File: config.mk
export PLATFORM = sky130hd
export DESIGN_NAME = htbd_ctrl
export DESIGN_NICKNAME = d
export VERILOG_FILES = /design/src/rtl/htbd_pkg.sv /design/src/rtl/htbd_ctrl.sv
export SDC_FILE = /design/constraint.sdc
export NUM_CORES = 1
export LEC_CHECK = 0
export BUFFER_PORTS_ARGS = -buffer_cell sky130_fd_sc_hd__buf_2
export CORE_AREA = 5 5 42 44
export CTS_CLUSTER_DIAMETER = 60
export DETAILED_ROUTE_END_ITERATION = 8
export DIE_AREA = 0 0 47 49
export GPL_TIMING_DRIVEN = 0
export MAX_ROUTING_LAYER = met4
export SYNTH_ARGS = -nofsm -noshare
export SYNTH_HDL_FRONTEND = slang
export SYNTH_SLANG_ARGS = --single-unit
File: constraint.sdc
create_clock -name clk_i -period 1 [get_ports clk_i]
set_input_delay 0.05 -clock clk_i [delete_from_list [all_inputs] [get_ports clk_i]]
set_output_delay 0.05 -clock clk_i [all_outputs]
set_load 0.02 [all_outputs]
File: src/rtl/htbd_pkg.sv
// ----------------------------------------------------------------------------
// htbd_pkg: shared types and constants of the tree-walk bit decoder
// Holds the command codes, register indexes, item and node layouts, the
// controller state type and the command and status groups between modules.
// ----------------------------------------------------------------------------
package htbd_pkg;

  // Number of entries in the node table.
  localparam int NODE_COUNT = 512;
  localparam int NODE_AW    = $clog2(NODE_COUNT);

  localparam int IDX_W  = 9;
  localparam int SYM_W  = 8;
  localparam int CNT_W  = 32;
  localparam int BYTE_W = 8;
  localparam int BIT_W  = $clog2(BYTE_W);
  localparam int CFG_W  = 32;

  typedef enum logic [1:0] {
    CMD_LOAD    = 2'd0,
    CMD_DECODE  = 2'd1,
    CMD_RESTART = 2'd2
  } cmd_e;

  typedef enum logic {
    CFG_ROOT_NODE  = 1'b0,
    CFG_TOTAL_BITS = 1'b1
  } cfg_idx_e;

  typedef struct packed {
    cmd_e              cmd;
    logic [BYTE_W-1:0] data_byte;
    logic [IDX_W-1:0]  node_index;
    logic              node_is_leaf;
    logic [SYM_W-1:0]  node_symbol;
    logic [IDX_W-1:0]  left_index;
    logic [IDX_W-1:0]  right_index;
  } in_item_t;

  typedef struct packed {
    logic [SYM_W-1:0] symbol;
    logic             symbol_valid;
    logic             last_of_byte;
    logic             stream_done;
  } out_item_t;

  typedef struct packed {
    logic             is_leaf;
    logic [SYM_W-1:0] symbol;
    logic [IDX_W-1:0] left;
    logic [IDX_W-1:0] right;
  } node_t;

  typedef enum logic [1:0] {
    ST_IDLE,
    ST_WALK,
    ST_CHECK,
    ST_END
  } state_e;

  // Commands from the controller to the datapath.
  typedef struct packed {
    logic load;
    logic restart;
    logic begin_byte;
    logic rd_cur;
    logic step;
    logic check;
    logic finish;
  } dp_cmd_t;

  // Status from the datapath to the controller.
  typedef struct packed {
    logic fin;
    logic leaf;
    logic last_bit;
  } dp_status_t;

endpackage

File: src/rtl/htbd_ctrl.sv
// ----------------------------------------------------------------------------
// htbd_ctrl: sequencer of the tree-walk bit decoder
// Takes commands, steps through the bits of a coded byte and closes the byte.
// ----------------------------------------------------------------------------
module htbd_ctrl (
  input  logic                 clk_i,
  input  logic                 rst_ni,
  input  logic                 start,
  output logic                 busy,
  input  htbd_pkg::cmd_e       cmd_i,
  input  htbd_pkg::dp_status_t status_i,
  output htbd_pkg::dp_cmd_t    dp_cmd_o
);
  import htbd_pkg::*;

  state_e state_q, state_d;

  always_ff @(posedge clk_i or negedge rst_ni) begin
    if (!rst_ni) begin
      state_q <= ST_IDLE;
    end else begin
      state_q <= state_d;
    end
  end

  always_comb begin
    state_d  = state_q;
    dp_cmd_o = '0;
    busy     = (state_q != ST_IDLE);
    case (state_q)
      ST_IDLE: begin
        if (start) begin
          case (cmd_i)
            CMD_LOAD:    dp_cmd_o.load = 1'b1;
            CMD_RESTART: dp_cmd_o.restart = 1'b1;
            CMD_DECODE: begin
              dp_cmd_o.begin_byte = 1'b1;
              if (status_i.fin) begin
                state_d = ST_END;
              end else begin
                dp_cmd_o.rd_cur = 1'b1;
                state_d = ST_WALK;
              end
            end
            default: ;
          endcase
        end
      end
      ST_WALK: begin
        dp_cmd_o.step = 1'b1;
        state_d = ST_CHECK;
      end
      ST_CHECK: begin
        dp_cmd_o.check = 1'b1;
        if (status_i.fin || status_i.last_bit) begin
          state_d = ST_END;
        end else begin
          state_d = ST_WALK;
        end
      end
      ST_END: begin
        dp_cmd_o.finish = 1'b1;
        state_d = ST_IDLE;
      end
      default: state_d = ST_IDLE;
    endcase
  end

endmodule

Yosys cells after proc, flatten, opt, wreduce, memory -nomap -nowiden

Index checks and enable logic that the tools add are counted.

Register bits: 2
Input port bits: 8
Output and inout port bits: 8
Word-level logic and storage cells: 27

Eq/ne operators: 7
Muxes and demuxes: 14
Reductions and logical operators: 5

Operators with widths:

| kind                                                  | count |
|---|---|
| two-way mux 2 bit                                     | 5 |
| two-way mux 4 bit                                     | 2 |
| one-hot mux 2 bit (4 select lines)                    | 1 |
| == test 2 bit, second input constant                  | 3 |
| two-way mux 1 bit                                     | 6 |
| == test 2 x 1 -> 1 bit, second input constant         | 2 |
| zero test 2 bit                                       | 2 |
| inequality test 2 x 1 -> 1 bit, second input constant | 1 |
| inequality test 2 bit, second input constant          | 1 |
| AND reduction 2 bit                                   | 1 |
| nonzero test 2 bit                                    | 1 |
| logical OR 1 bit                                      | 1 |

Depth between registers and ports, before layout

Word-level depth: 4
Depth in mapped cells: 2
Gate-level depth less buffers: 2

Worst setup path before layout

No wires, ideal clock.

Path kind: register -> output
Start point: register state_q[1]
End point: output dp_cmd_o[3] in the netlist's numbering
Arrival time: 1.154 ns
Data required time: 0.950 ns
Path slack: -0.204 ns
Stages on the path, launching flop included: 2
Buffers on the path: 0
Cell sequence: dfrtp_1 > nor4_1

RTL lines:

| what                   | RTL line        | text |
|---|---|---|
| from (decl)            | htbd_ctrl.sv:16 | `state_e state_q, state_d;` |
| from (signal assigned) | htbd_ctrl.sv:22 | `state_q <= state_d;` |
| to (decl)              | htbd_ctrl.sv:12 | `output htbd_pkg::dp_cmd_t dp_cmd_o` |

==> results.py <==
metrics = {
    "finish": {
        "num_antenna_cells": 0,
        "register_area_sq_um": 52.55,
        "final_cells": 54,
        "top_regs": "state_q (2)",
        "fillers": 168,
        "nets": 48,
        "drive_gt1_frac": 0.6579,
        "area_delta_synth_final_pct": 131.4,
        "regMostFlops": "state_q",
        "largest_reg_flops": 2,
        "utilization": 0.2500,
        "multi_input_area_sq_um": 121.4,
    },
    "sta": {
        "worst_pin_slew_ns": 0.2057,
        "finalSetupViolCount": 8,
        "post-route-worst-setup-slack_ns": -0.1805,
        "final.setup_skew_ns": 0.002166,
        "grt_setup_unrepaired": "true",
        "period_share": 1.181,
        "clock.fmax_ghz": 0.8471,
        "hold_ws_ns": 0.1507,
        "period_needed_ns": 1.181,
        "relSlewSlack": 0.8625,
        "finalHoldViolations": 0,
        "slew_viol_final": 0,
    },
    "setup_path": {
        "worstSetupPathType": "reg2out",
        "critPathLaunchType": "register",
        "cp.buffers_inverters": 1,
        "slowest_delay_ns": 0.45,
        "end_kind": "output port",
        "arrival_ns": 1.13,
        "cp_slowest_cell": "dfrtp_2",
        "crit_family": "flip-flops",
        "cp_max_fo": 5,
        "critPathRequiredTime_ns": 0.95,
        "path_cells": "nor2_4, and4bb_1, buf_6",
    },
    "floorplanning": {
        "die_h_um": 49,
        "die_area_sq_um": 2303,
        "pin_count": 16,
        "core_area_sq_um": 1401,
        "initial_core_util": 0.1080,
        "die_w_um": 47,
        "fp-row-count": 14,
    },
    "clocking": {
        "htreeDepth": 1,
        "cts_sinks": 2,
        "clkLatencyLatePin_ns": 0.22,
        "cts_tree": "yes",
        "root_buffer": "clkbuf_4",
        "numCtsBuffers": 3,
        "clockBufferDepth": 2,
        "clkTransAtPathRegs_ns": 0.03,
    },
    "global_route": {
        "grt.total_usage": 0.04978,
        "grt_first_pass_wirelength_um": 759,
        "overflow": 0,
        "grt_max_degree": 8,
        "grt_pass1_vias": 196,
        "grt_antenna_before_repair": 0,
    },
    "worst_hold_path": {
        "hold_path.class": "in2async",
    },
    "detailed_routing": {
        "first_iter_violations": 2,
        "drt_first_pass_iters": 2,
        "drc_errors": 0,
        "drt_wl_total_um": 531,
        "vias": 212,
        "vias_per_cell": 3.926,
        "avgRoutedWirePerCell_um": 9.833,
        "antenna_left": 0,
    },
    "outcome": {
        "outcome": "complete, but fails checks",
        "violations": "negative setup slack",
    },
    "synth": {
        "syn_avg_cell_area_sq_um": 8.906,
        "synth_seq_area_share": 0.3306,
        "synth_nets": 25,
        "post_synth_inst_count": 17,
        "yosysWarnings": 0,
        "synth_seq_cells": 2,
        "ys_types": 15,
        "syn_area_sq_um": 151.4,
    },
    "place": {
        "portBuffers": 14,
        "routabilityCongestion": 0.7030,
        "place_hpwl_um": 387.5,
        "dpl.cell_count": 47,
    },
    "pwr": {
        "power_density_nw_per_um2": 2855,
        "vdd_drop_max_mv": 0.5943,
        "p_leak_nw": 0.1702,
    },
    "run": {
        "max-cap-violations": 0,
    },
}
-- cells in the mapped netlist, drive strengths merged --
cell type  instances  area (sq um)
dfrtp              2         50.05
inv                2         7.510
nor2               2         10.01
a21oi              1         5.000
a22oi              1         7.510
and2               1         6.260
and2b              1         7.510
and4b              1         10.01
and4bb             1         12.51
nand3b             1         7.510
nand4b             1         8.760
nor3               1         5.000
nor4               1         6.260
o21bai             1         7.510
-- cells by family (layout without fill, tap and decap cells) --
kind of cell           after synthesis  after routing  synth area share
buffers and inverters                2             23           0.04961
DFF                                  2              2            0.3306
and+or+nand+nor                     10             10            0.4877
AOI/OAI and AO/OA                    3              3            0.1322
-- cells in the final DEF, fill, tap and decap left out --
cell	instances
and4bb_1	1
and2_1	1
buf_4	5
nor2_4	2
and2b_1	1
clkbuf_4	3
a21oi_1	1
dfrtp_2	2
nor4_4	1
o21bai_1	1
nand3b_1	1
dlygate4sd3_1	1
nand4b_1	1
buf_6	3
nor3_1	1
and4b_1	1
inv_1	2
buf_2	9
a22oi_1	1
-- layer usage --
metal	global-route usage	vias up	part of all wire
met3	0.03321	0	0.14
li1	-	105	-
met5	-	-	0
met4	0.04147	0	0
met2	0.07466	9	0.56
met1	0.03947	98	0.29
-- worst paths after layout --
path | startpoint | to | slack (ns) | cells after the start
min in group clk_i | cmd_i[0] | state_q[1] | 0.17 | 3
max | state_q[0] | dp_cmd_o[6] | -0.18 | 3
min | rst_ni | state_q[0] | 0.15 | 2
max reg2reg | state_q[0] | state_q[1] | 0.01 | 3
max in group asynchronous | rst_ni | state_q[1] | 0.74 | 2
min reg2reg | state_q[1] | state_q[1] | 0.59 | 1
-- power by group --
part / switching [W] / internal [W] / total [W] / leakage (nW)
Sequential: 0.000100 / 0.000131 / 0.000232 / 0.0217
Combinational: 0.000288 / 0.000305 / 0.000592 / 0.135
Clock: 0.0000438 / 0.000132 / 0.000176 / 0.0138
-- timing repair --
action	in CTS	in global routing
endpoints found under the setup margin	8	9
gates resized for setup	12	2
pin swaps	1	1
hold endpoints to repair	2	0
buffers inserted	3	0
hold buffers	1	0
-- cell type report --
cell class,count,area share
Timing Repair Buffer,18,0.3607
Tap cell,16,0.05714
Inverter,2,0.02143
Clock buffer,3,0.06429
Sequential cell,2,0.1500
Multi-Input combinational cell,13,0.3464
-- metrics by stage --
stage	total power (W)	TNS, ns	cell area (sq um)	setup WS [ns]
finish	0.001000	-1.162	350.3	-0.1805
global route	0.001081	-1.665	350.3	-0.2462
CTS	0.0009945	-1.165	337.8	-0.1873
detailed placement	0.0005869	-0.05970	247.7	-0.03539
global placement	0.0005797	-0.005895	247.7	-0.003636
floorplan	0.0004482	-0.0001735	157.7	-0.0001735
Note: power is estimated with default switching activity, not from simulation.
